<file path="src/hw/rtl/skf_pkg.sv">
// ---------------------------------------------------------------------------
// skf_pkg: shared definitions of the scalar Kalman filter
// Word widths, register indexes, reset values and the controller command set.
// ---------------------------------------------------------------------------
`default_nettype none

package skf_pkg;

  localparam int FRAC_BITS = 16;
  localparam int EST_W     = 32;
  localparam int VAR_W     = 31;
  localparam int GAIN_W    = FRAC_BITS + 1;
  localparam int DEN_W     = VAR_W + 1;
  localparam int DIFF_W    = EST_W + 1;
  localparam int MUL_A_W   = EST_W + 2;
  localparam int MUL_B_W   = GAIN_W + 1;
  localparam int PROD_W    = MUL_A_W + MUL_B_W;
  localparam int CFG_IDX_W = 4;
  localparam int CFG_DAT_W = 32;
  localparam int DIV_STEPS = GAIN_W;
  localparam int DIV_CNT_W = $clog2(DIV_STEPS);

  localparam logic [CFG_IDX_W-1:0] REG_PROCESS_NOISE     = CFG_IDX_W'(0);
  localparam logic [CFG_IDX_W-1:0] REG_MEASUREMENT_NOISE = CFG_IDX_W'(1);
  localparam logic [CFG_IDX_W-1:0] REG_INITIAL_ESTIMATE  = CFG_IDX_W'(2);
  localparam logic [CFG_IDX_W-1:0] REG_INITIAL_VARIANCE  = CFG_IDX_W'(3);

  localparam logic [VAR_W-1:0] RST_PROCESS_NOISE     = VAR_W'(655);
  localparam logic [VAR_W-1:0] RST_MEASUREMENT_NOISE = VAR_W'(65536);
  localparam logic [EST_W-1:0] RST_INITIAL_ESTIMATE  = EST_W'(0);
  localparam logic [VAR_W-1:0] RST_INITIAL_VARIANCE  = VAR_W'(65536);

  localparam logic [GAIN_W-1:0] GAIN_ONE = GAIN_W'(1) << FRAC_BITS;

  typedef struct packed {
    logic load_in;
    logic pred;
    logic div_step;
    logic div_first;
    logic mul_est;
    logic mul_var;
    logic commit;
    logic cfg_we;
  } ctrl_cmd_t;

endpackage

`default_nettype wire

</file>
<file path="src/hw/rtl/skf_dpath.sv">
// ---------------------------------------------------------------------------
// skf_dpath: filter datapath
// Holds configuration and filter state, runs the restoring gain divider and
// the shared multiplier, and keeps the output word register.
// ---------------------------------------------------------------------------
`default_nettype none

module skf_dpath (
  input  wire                              clk,
  input  wire                              rst,
  input  wire skf_pkg::ctrl_cmd_t          cmd,
  input  wire [skf_pkg::CFG_IDX_W-1:0]     cfg_index,
  input  wire [skf_pkg::CFG_DAT_W-1:0]     cfg_data,
  input  wire [skf_pkg::EST_W-1:0]         sample,
  output logic [skf_pkg::EST_W-1:0]        estimate,
  output logic [skf_pkg::GAIN_W-1:0]       gain,
  output logic [skf_pkg::VAR_W-1:0]        variance
);

  logic [skf_pkg::VAR_W-1:0]   process_noise;
  logic [skf_pkg::VAR_W-1:0]   measurement_noise;
  logic [skf_pkg::EST_W-1:0]   initial_estimate;
  logic [skf_pkg::VAR_W-1:0]   initial_variance;
  logic [skf_pkg::EST_W-1:0]   cur_est;
  logic [skf_pkg::VAR_W-1:0]   err_var;

  logic [skf_pkg::EST_W-1:0]   sample_reg;
  logic [skf_pkg::VAR_W-1:0]   p1;
  logic [skf_pkg::DEN_W-1:0]   den;
  logic [skf_pkg::DIFF_W-1:0]  diff;
  logic [skf_pkg::DEN_W-1:0]   rem;
  logic [skf_pkg::GAIN_W-1:0]  quo;
  logic signed [skf_pkg::PROD_W-1:0] prod;
  logic [skf_pkg::EST_W-1:0]   est_res;

  logic [skf_pkg::DEN_W-1:0]   p1_sum;
  logic [skf_pkg::VAR_W-1:0]   p1_c;
  logic [skf_pkg::DEN_W:0]     trial;
  logic                        ge;
  logic [skf_pkg::DEN_W:0]     trial_sub;
  logic signed [skf_pkg::MUL_A_W-1:0] mul_a;
  logic signed [skf_pkg::MUL_B_W-1:0] mul_b;
  logic signed [skf_pkg::PROD_W-1:0]  est_sum;
  logic [skf_pkg::EST_W-1:0]   est_sat;
  logic                        est_ovf;
  logic                        reload;

  // predict: variance grows by Q, saturating at full scale
  always_comb begin
    p1_sum = {1'b0, err_var} + {1'b0, process_noise};
    p1_c   = p1_sum[skf_pkg::DEN_W-1] ? {skf_pkg::VAR_W{1'b1}} : p1_sum[skf_pkg::VAR_W-1:0];
  end

  // one restoring step; a zero denominator never sets a quotient bit
  always_comb begin
    trial     = cmd.div_first ? {2'b00, p1} : {rem, 1'b0};
    ge        = (trial >= {1'b0, den}) && (den != '0);
    trial_sub = trial - {1'b0, den};
  end

  // shared multiplier: d * gain, then p1 * (1 - gain)
  always_comb begin
    if (cmd.mul_var) begin
      mul_a = $signed({3'b000, p1});
      mul_b = $signed({1'b0, skf_pkg::GAIN_ONE - quo});
    end else begin
      mul_a = $signed({diff[skf_pkg::DIFF_W-1], diff});
      mul_b = $signed({1'b0, quo});
    end
  end

  // floor the correction, add, saturate to the estimate range
  always_comb begin
    est_sum = (prod >>> skf_pkg::FRAC_BITS)
            + $signed({{(skf_pkg::PROD_W-skf_pkg::EST_W){cur_est[skf_pkg::EST_W-1]}}, cur_est});
    est_ovf = (est_sum[skf_pkg::PROD_W-1:skf_pkg::EST_W-1] != '0) &&
              (est_sum[skf_pkg::PROD_W-1:skf_pkg::EST_W-1] != '1);
    if (!est_ovf) begin
      est_sat = est_sum[skf_pkg::EST_W-1:0];
    end else if (est_sum[skf_pkg::PROD_W-1]) begin
      est_sat = {1'b1, {(skf_pkg::EST_W-1){1'b0}}};
    end else begin
      est_sat = {1'b0, {(skf_pkg::EST_W-1){1'b1}}};
    end
  end

  assign reload = cmd.cfg_we && (cfg_index <= skf_pkg::REG_INITIAL_VARIANCE);

  always_ff @(posedge clk) begin
    if (rst) begin
      process_noise     <= skf_pkg::RST_PROCESS_NOISE;
      measurement_noise <= skf_pkg::RST_MEASUREMENT_NOISE;
      initial_estimate  <= skf_pkg::RST_INITIAL_ESTIMATE;
      initial_variance  <= skf_pkg::RST_INITIAL_VARIANCE;
      cur_est           <= skf_pkg::RST_INITIAL_ESTIMATE;
      err_var           <= skf_pkg::RST_INITIAL_VARIANCE;
    end else if (cmd.cfg_we) begin
      unique case (cfg_index)
        skf_pkg::REG_PROCESS_NOISE:     process_noise     <= cfg_data[skf_pkg::VAR_W-1:0];
        skf_pkg::REG_MEASUREMENT_NOISE: measurement_noise <= cfg_data[skf_pkg::VAR_W-1:0];
        skf_pkg::REG_INITIAL_ESTIMATE:  initial_estimate  <= cfg_data[skf_pkg::EST_W-1:0];
        skf_pkg::REG_INITIAL_VARIANCE:  initial_variance  <= cfg_data[skf_pkg::VAR_W-1:0];
        default: ;
      endcase
      // reload state from the start registers, taking the word just written
      if (reload) begin
        cur_est <= (cfg_index == skf_pkg::REG_INITIAL_ESTIMATE) ?
                   cfg_data[skf_pkg::EST_W-1:0] : initial_estimate;
        err_var <= (cfg_index == skf_pkg::REG_INITIAL_VARIANCE) ?
                   cfg_data[skf_pkg::VAR_W-1:0] : initial_variance;
      end
    end else if (cmd.commit) begin
      cur_est <= est_res;
      err_var <= prod[skf_pkg::FRAC_BITS +: skf_pkg::VAR_W];
    end
  end

  always_ff @(posedge clk) begin
    if (cmd.load_in) begin
      sample_reg <= sample;
    end
    if (cmd.pred) begin
      p1   <= p1_c;
      den  <= {1'b0, p1_c} + {1'b0, measurement_noise};
      diff <= {sample_reg[skf_pkg::EST_W-1], sample_reg} - {cur_est[skf_pkg::EST_W-1], cur_est};
    end
    if (cmd.div_step) begin
      rem <= ge ? trial_sub[skf_pkg::DEN_W-1:0] : trial[skf_pkg::DEN_W-1:0];
      quo <= {quo[skf_pkg::GAIN_W-2:0], ge};
    end
    if (cmd.mul_est || cmd.mul_var) begin
      prod <= mul_a * mul_b;
    end
    if (cmd.mul_var) begin
      est_res <= est_sat;
    end
    if (cmd.commit) begin
      estimate <= est_res;
      gain     <= quo;
      variance <= prod[skf_pkg::FRAC_BITS +: skf_pkg::VAR_W];
    end
  end

endmodule

`default_nettype wire

</file>
<file path="src/hw/rtl/skf_ctrl.sv">
// ---------------------------------------------------------------------------
// skf_ctrl: filter sequencer
// Steps one sample through predict, divide, multiply and write-back, and
// owns the handshakes of all three channels.
// ---------------------------------------------------------------------------
`default_nettype none

module skf_ctrl (
  input  wire                  clk,
  input  wire                  rst,
  input  wire                  in_valid,
  output logic                 in_stall,
  output logic                 out_valid,
  input  wire                  out_stall,
  input  wire                  cfg_valid,
  output logic                 cfg_ready,
  output skf_pkg::ctrl_cmd_t   cmd
);

  typedef enum logic [5:0] {
    S_IDLE = 6'b000001,
    S_PRED = 6'b000010,
    S_DIV  = 6'b000100,
    S_MULE = 6'b001000,
    S_MULV = 6'b010000,
    S_WB   = 6'b100000
  } state_t;

  state_t state;
  state_t state_next;
  logic [skf_pkg::DIV_CNT_W-1:0] div_cnt;
  logic                          out_free;

  localparam logic [skf_pkg::DIV_CNT_W-1:0] DIV_LAST = skf_pkg::DIV_CNT_W'(skf_pkg::DIV_STEPS - 1);

  assign in_stall  = (state != S_IDLE);
  assign cfg_ready = 1'b1;
  assign out_free  = !out_valid || !out_stall;

  always_comb begin
    state_next = state;
    unique case (state)
      S_IDLE: if (in_valid) state_next = S_PRED;
      S_PRED: state_next = S_DIV;
      S_DIV:  if (div_cnt == DIV_LAST) state_next = S_MULE;
      S_MULE: state_next = S_MULV;
      S_MULV: state_next = S_WB;
      S_WB:   if (out_free) state_next = S_IDLE;
      default: state_next = S_IDLE;
    endcase
  end

  always_comb begin
    cmd           = '0;
    cmd.load_in   = (state == S_IDLE) && in_valid;
    cmd.pred      = (state == S_PRED);
    cmd.div_step  = (state == S_DIV);
    cmd.div_first = (state == S_DIV) && (div_cnt == '0);
    cmd.mul_est   = (state == S_MULE);
    cmd.mul_var   = (state == S_MULV);
    cmd.commit    = (state == S_WB) && out_free;
    cmd.cfg_we    = cfg_valid;
  end

  always_ff @(posedge clk) begin
    if (rst) begin
      state     <= S_IDLE;
      div_cnt   <= '0;
      out_valid <= 1'b0;
    end else begin
      state <= state_next;
      if (state == S_DIV) begin
        div_cnt <= (div_cnt == DIV_LAST) ? '0 : div_cnt + 1'b1;
      end
      if (cmd.commit) begin
        out_valid <= 1'b1;
      end else if (!out_stall) begin
        out_valid <= 1'b0;
      end
    end
  end

  a_accept_starts: assert property (@(posedge clk) disable iff (rst)
    (in_valid && !in_stall) |=> (state == S_PRED))
    else $error("accepted word did not start predict");

  a_div_full: assert property (@(posedge clk) disable iff (rst)
    (state == S_MULE) |-> ($past(state) == S_DIV && $past(div_cnt) == DIV_LAST))
    else $error("multiply entered before all quotient bits");

  a_out_from_wb: assert property (@(posedge clk) disable iff (rst)
    $rose(out_valid) |-> $past(state == S_WB))
    else $error("output word raised outside write-back");

  a_wb_holds: assert property (@(posedge clk) disable iff (rst)
    (state == S_WB && out_valid && out_stall) |=> (state == S_WB))
    else $error("write-back overran a stalled output word");

endmodule

`default_nettype wire

</file>
<file path="src/hw/rtl/scalar_kalman_filter_top.sv">
// ---------------------------------------------------------------------------
// scalar_kalman_filter_top: one-dimensional Kalman filter
// Tracks a level estimate and its error variance from one sample per word.
// ---------------------------------------------------------------------------
//
//   channel  direction  handshake            payload
//   -------  ---------  -------------------  ------------------------------
//   in       sink       in_valid / in_stall   sample (signed Q16.16)
//   out      source     out_valid / out_stall estimate, gain, variance
//   cfg      sink       cfg_valid / cfg_ready cfg_index, cfg_data
//
// After a word is accepted, a predict step, 17 divider steps (one gain bit
// each), two multiplier passes and a write-back put the result word out;
// the input reopens on the edge that registers the result word.
// Reset (rst, synchronous) loads the register reset values and start state.
// A stalled result holds in the output register while the next word runs;
// write-back waits for it. Config writes to a defined register reload the state.
// ---------------------------------------------------------------------------
`default_nettype none

module scalar_kalman_filter_top (
  input  wire                               clk,
  input  wire                               rst,
  input  wire                               in_valid,
  output logic                              in_stall,
  input  wire [skf_pkg::EST_W-1:0]          sample,
  output logic                              out_valid,
  input  wire                               out_stall,
  output logic [skf_pkg::EST_W-1:0]         estimate,
  output logic [skf_pkg::GAIN_W-1:0]        gain,
  output logic [skf_pkg::VAR_W-1:0]         variance,
  input  wire                               cfg_valid,
  output logic                              cfg_ready,
  input  wire [skf_pkg::CFG_IDX_W-1:0]      cfg_index,
  input  wire [skf_pkg::CFG_DAT_W-1:0]      cfg_data
);

  // command bundle from the sequencer to the datapath
  skf_pkg::ctrl_cmd_t cmd;

  skf_ctrl u_ctrl (
    .clk       (clk),
    .rst       (rst),
    .in_valid  (in_valid),
    .in_stall  (in_stall),
    .out_valid (out_valid),
    .out_stall (out_stall),
    .cfg_valid (cfg_valid),
    .cfg_ready (cfg_ready),
    .cmd       (cmd)
  );

  // datapath: configuration, state, divider, multiplier, output word
  skf_dpath u_dpath (
    .clk       (clk),
    .rst       (rst),
    .cmd       (cmd),
    .cfg_index (cfg_index),
    .cfg_data  (cfg_data),
    .sample    (sample),
    .estimate  (estimate),
    .gain      (gain),
    .variance  (variance)
  );

endmodule

`default_nettype wire

</file>
<file path="config.mk">
export PLATFORM = sky130hd
export DESIGN_NAME = scalar_kalman_filter_top
export DESIGN_NICKNAME = d
export VERILOG_FILES = /design/src/hw/rtl/skf_pkg.sv /design/src/hw/rtl/skf_dpath.sv /design/src/hw/rtl/skf_ctrl.sv /design/src/hw/rtl/scalar_kalman_filter_top.sv
export SDC_FILE = /design/constraint.sdc
export NUM_CORES = 2
export LEC_CHECK = 0
export ABC_AREA = 0
export BUFFER_PORTS_ARGS = -buffer_cell sky130_fd_sc_hd__buf_2
export CAP_MARGIN = 20
export CORE_ASPECT_RATIO = 0.7
export CORE_UTILIZATION = 25
export CTS_BUF_LIST = sky130_fd_sc_hd__clkbuf_16
export CTS_CLUSTER_DIAMETER = 50
export DETAILED_ROUTE_END_ITERATION = 10
export GPL_ROUTABILITY_DRIVEN = 0
export PLACE_DENSITY = 0.5
export SLEW_MARGIN = 0
export SYNTH_ARGS = -nofsm -noshare
export SYNTH_HDL_FRONTEND = slang
export SYNTH_SLANG_ARGS = --single-unit
</file>
<file path="constraint.sdc">
create_clock -name clk -period 12.4 [get_ports clk]
set_input_delay 0 -clock clk [delete_from_list [all_inputs] [get_ports clk]]
set_output_delay 0 -clock clk [all_outputs]
set_load 0.005 [all_outputs]
</file>
Yosys cells after proc, flatten, opt, wreduce, memory -nomap -nowiden

Index checks and enable logic that the tools add are counted.

Input bits: 73
Bits in registers: 541
Output and inout bits: 83

Multiply operators: 1
Muxes and demuxes: 22
Eq/ne operators: 17
Add/sub/neg operators: 7
Magnitude comparators: 2
Reduce and logical (&&, ||, !) cells: 19

Operator list:

| kind                                                                    | number |
|---|---|
| 32-bit two-way mux                                                      | 7 |
| 31-bit two-way mux                                                      | 5 |
| 31-bit by 31-bit adder with 32-bit output                               | 2 |
| 34-bit by 18-bit multiplier with 52-bit output                          | 1 |
| 36-bit by 32-bit adder with 37-bit output                               | 1 |
| 6-bit one-hot mux with 6 select lines                                   | 1 |
| 34-bit two-way mux                                                      | 1 |
| 33-bit by 32-bit greater-or-equal comparator with 1-bit output          | 1 |
| 33-bit two-way mux                                                      | 1 |
| 32-bit by 32-bit subtractor with 33-bit output                          | 1 |
| 32-bit nonzero test                                                     | 1 |
| 32-bit subtractor                                                       | 1 |
| 21-bit inequality test, second input constant                           | 1 |
| 21-bit nonzero test                                                     | 1 |
| 6-bit two-way mux                                                       | 3 |
| 17-bit two-way mux                                                      | 1 |
| 17-bit subtractor, first input constant                                 | 1 |
| 4-bit by 2-bit equality test with 1-bit output, second input constant   | 2 |
| 2-bit by 1-bit inequality test with 1-bit output, second input constant | 4 |
| 6-bit by 1-bit equality test with 1-bit output, second input constant   | 1 |
| 6-bit by 2-bit equality test with 1-bit output, second input constant   | 1 |
| 6-bit by 3-bit equality test with 1-bit output, second input constant   | 1 |
| 6-bit by 4-bit equality test with 1-bit output, second input constant   | 1 |
| 6-bit by 5-bit equality test with 1-bit output, second input constant   | 1 |
| other kinds (17)                                                        | 27 |

Logic depth before layout (Yosys ltp)

Depth after elaboration: 6
Depth in mapped cells: 32

Hierarchy

Synthesis repeated with hierarchy kept, for this count alone.

Cell total of the unflattened synthesis: 4931
Area, all modules: 46223.1 µm²

Modules (own cells, without submodules):

| module    | cells an instance | instances | area an instance (µm²) |
|---|---|---|---|
| skf_dpath | 4852              | 1         | 45578.7 |
| skf_ctrl  | 79                | 1         | 644.4 |

Worst setup path after synthesis

OpenSTA, ideal clock, no wires.

Path kind: reg2reg
Start point: reg u_ctrl.state[3]
End point: reg u_dpath.prod[51] in the netlist's numbering, data pin
Data arrival time: 8.220 ns
Clock period less this slack: 8.485 ns
Path slack: 3.915 ns
Cell stages (with the launch flop): 30
Cells stage by stage: dfxtp_1 -> nor4_1 -> nand3b_1 -> clkinv_1 -> clkbuf_1 -> buf_1 -> nand2_1 -> nand2_1 -> clkbuf_1 -> nand2_1 -> fa_1 -> inv_1 -> fa_1 -> fa_1 -> fa_1 -> fa_1 -> inv_1 -> fa_1 -> inv_1 -> ha_1 -> a21oi_1 -> o21ai_0 -> a21o_1 -> a21o_1 -> a311oi_1 -> a21oi_1 -> o21ai_0 -> o21ai_0 -> o41ai_1 -> xnor2_1

Cells in the longest elaborated chain, start to end: 3
Elaborated cells on any way between the ends: 4
Those cells by class: 1 x mul; 1 x eq/ne; 2 x mux

RTL lines:

| element                                                         | line             | RTL |
|---|---|---|
| from (decl)                                                     | skf_ctrl.sv:29   | `state_t state;` |
| from (signal assigned)                                          | skf_ctrl.sv:71   | `state <= state_next;` |
| 6-bit by 5-bit equality test with 1-bit output (*)              | skf_ctrl.sv:60   | `cmd.mul_var = (state == S_MULV);` |
| 34-bit two-way mux / 17-bit two-way mux (equally long branches) | skf_dpath.sv:63  | `if (cmd.mul_var) begin` |
| 34-bit by 18-bit multiplier with 52-bit output (*)              | skf_dpath.sv:132 | `prod <= mul_a * mul_b;` |
| to (signal assigned)                                            | skf_dpath.sv:132 |  |
| to (decl)                                                       | skf_dpath.sv:33  | `logic signed [skf_pkg::PROD_W-1:0] prod;` |

Mark *: on every way between the ends. The rest lies on a longest branch, timed or not.
A chain may end at the register's enable or synchronous reset.

Worst setup path in the final report

Start point: reg u_dpath.quo[0] in the netlist's numbering
End point: reg u_dpath.prod[51] in the netlist's numbering, data pin

Cells in the longest elaborated chain, start to end: 3

RTL lines:

| element                                            | line             | RTL |
|---|---|---|
| from (decl)                                        | skf_dpath.sv:32  | `logic [skf_pkg::GAIN_W-1:0] quo;` |
| from (signal assigned)                             | skf_dpath.sv:129 | `quo <= {quo[skf_pkg::GAIN_W-2:0], ge};` |
| 17-bit subtractor                                  | skf_dpath.sv:65  | `mul_b = $signed({1'b0, skf_pkg::GAIN_ONE - quo});` |
| 17-bit two-way mux (*)                             | skf_dpath.sv:63  |  |
| 34-bit by 18-bit multiplier with 52-bit output (*) | skf_dpath.sv:132 |  |

Marks and branches as above.

==> results.cfg <==
[outcome]
status = finished, violations left
violations = DRC

[worst_hold_path]
hold_start = sample[20]
min_path_type = in -> reg

[synth]
synthArstFlopShare_pct = 0
syn_nets = 5996
ys_top_cells_by_count = nand2_1, inv_1, fa_1
yosysWarnings = 0
synthSimpleGateAreaFrac_pct = 14.82
syn_area_per_cell_um2 = 9.160
synthAdderAreaFrac_pct = 30.87
synth_top_area_share_pct = 23.28
synth_top_family_by_area = adder cells
synth_mux_area_share_pct = 2.441
syn_area_um2 = 46690
yosys.area_share.xor_xnor_pct = 3.489
synthFlopType = edfxtp_1
ys_seq_elements = 525
yosys-top-cells-area = fa_1, edfxtp_1, dfxtp_1
yosys.cell_count.top_type = nand2_1
yosysSeqAreaShare_pct = 29.48
synth_compound_area_share_pct = 11.28
yosys.area.top_type = fa_1
synth_cell_type_count = 78
synthCells = 5097
synth_edf_count = 325

[floorplanning]
num_io_pins = 156
rows = 132
coreArea_um2 = 185300
die_h_um = 363.6
dieArea_um2 = 188500
initial_core_util_pct = 25.19
die_w_um = 518.5

[sta]
worst_slack_ps = 2083
hold_viol = 0
worst_pin_slew_ps = 1171
drv_slew = 0
skew_ps = 50.14
finalSetupViolCount = 0
tns_ps = 0
max_freq_mhz = 96.93
rsz0062_at_grt = false
fin_crit_sh_pct = 83.20
slew-limit-headroom_pct = 21.81
min_period_ps = 10320

[power]
sw_frac_of_total_pct = 39.28
p_int_uw = 5056
power_leakage_uw = 0.02366
power_density_nw_per_um2 = 154.6
p_clk_share_pct = 26.9
combPwrFrac_pct = 47.3
peakVddDrop_uv = 242.9
p_seq_share_pct = 25.8
p_sw_uw = 3270

[final_layout]
final_area_um2 = 53860
instances_no_fill = 7794
final_nets = 6153
largest_reg_flops = 36
regMostFlops = u_dpath.prod
reg.largest.list = u_dpath.prod (36), u_dpath.diff (33)
layout-drive-gt1-share_pct = 7.472
area_growth_pct = 15.37
nFillCells = 19570

[place]
placed_area_um2 = 50420
pre_cts_slack_ps = 2214
port-buffer-count = 154
dp_hpwl_mm = 120.9
dp.cells = 7576

[setup_path]
endpoint = u_dpath.prod[51]
end_kind = flip-flop
r2r_slack_ps = 2080
path_common_cell = fa_1
slowest_stage = xor2_4
worst_path_largest_cell_delay_ps = 880
critPathRequiredTime_ps = 12840
rr_startpoint = u_dpath.quo[0]
crit_type = reg -> reg
critPathArrivalTime_ps = 10750
startpoint = u_dpath.quo[0]
ff2ff_path_depth = 29
worstPathMaxFanout = 34
cp-start-kind = flip-flop
r2r_end = u_dpath.prod[51]

[detailed_routing]
vias_per_cell = 4.686
ant_nets = 0
wl_per_cell_um = 19.72
num_vias = 36520
drcViolationCount = 16
drt-total-wl_mm = 153.7
drtIter0Drc = 3009
first_pass_iters = 11

[cts]
clkTransAtPathRegs_ps = 60
insertion_delay_ps = 700
cts_setup_buffers = 0
cts_htree_levels = 3
cts_tree = yes
cts-resized-gates = 0
cts_hold_buf = 79
cts_buffer_depth = 3
clock_sinks = 525
cts_root_buf = clkbuf_16
cts_buffers = 72

[global_route]
gr-usage-all-layers_pct = 16.35
grt_antenna_before_repair = 6
grt_pass1_wl_mm = 233.8
grt_overflow_total = 0
grt_pass1_vias = 36170
grt_start_max_net_pins = 79

[job]
maxCapViolations = 0
==> cell families after synthesis <==
logic type / count (synthesis)
other cells: 1
fa+ha+maj: 826
compound gates: 858
simple gates: 1651
xor+xnor: 186
flops: 525
buf+inv: 938
mux: 112
==> cell usage in the layout (no fill, tap or decap), types with 34 or more instances in the layout <==
master           n
a211oi_1        84
a21o_1          92
a21oi_1        363
buf_2          152
buf_4           50
clkbuf_16       73
dfxtp_1        200
dlygate4sd3_1   79
edfxtp_1       325
fa_1           543
ha_1           283
inv_1          744
mux2i_1         95
nand2_1        920
nor2_1         439
nor2b_1         34
o21a_1          36
o21ai_0        106
xnor2_1        116
xor2_1          55
==> worst max-delay path: cells and delay by family (launching register included) <==
kind / cells / cell delay, ps
AOI/OAI and AO/OA: 8 / 2920
xor gates and xnor gates: 2 / 1000
adders and majority gates: 8 / 3500
buffers and inverters: 5 / 640
DFF: 1 / 360
and+or+nand+nor: 6 / 1580
==> routing by layer <==
metal  vias up  share of wire (%)  global-route usage (%)
met5         -              0.012                       0
met4         2                1.8                   3.080
met3       149                6.6                   2.754
met2      1098                 42                   24.47
met1     18350                 49                   24.52
li1      16920                  -                       -
==> stage by stage <==
stage | total power, uW | utilization, % | hold slack [ps]
floorplan | 5089 | - | 98.87
global placement | 6047 | 27.19 | 180.2
detailed placement | 6060 | 27.21 | 178.6
CTS | 8386 | 29.02 | 0.3029
global route | 8988 | 29.06 | 1.372
finish | 8326 | 29.07 | 21.81
==> layout make-up <==
| type | instances | area, um2 | area share, % |
|---|---|---|---|
| diodes | 2 | 5.005 | 0.009292 |
| clock buffers | 73 | 1827 | 3.391 |
| clock inverters | 60 | 743.2 | 1.380 |
| inverters | 735 | 2763 | 5.129 |
| multi-input cells | 3634 | 29620 | 54.99 |
| flip-flops and latches | 525 | 13760 | 25.55 |
| well taps | 2479 | 3102 | 5.758 |
| repair buffers | 286 | 2041 | 3.789 |
==> worst min path at each step <==
stage	end	slack, ps	depth (start not counted)
floorplan	u_dpath.sample_reg[0]	100	0
global route	u_dpath.sample_reg[20]	1	2
global placement	u_dpath.sample_reg[26]	180	1
finish	u_dpath.sample_reg[20]	20	2
CTS	u_dpath.sample_reg[20]	0.3	2
detailed placement	u_dpath.sample_reg[29]	180	1
==> power by group through the flow <==
stage	sequential, uW	clock [uW]	combinational (uW)
detailed placement	2180	0	3880
global route	2150	2370	4470
global placement	2180	0	3860
CTS	2150	2300	3940
finish	2150	2240	3940
floorplan	2160	0	2920
Note: power is estimated with default switching activity, not from simulation.
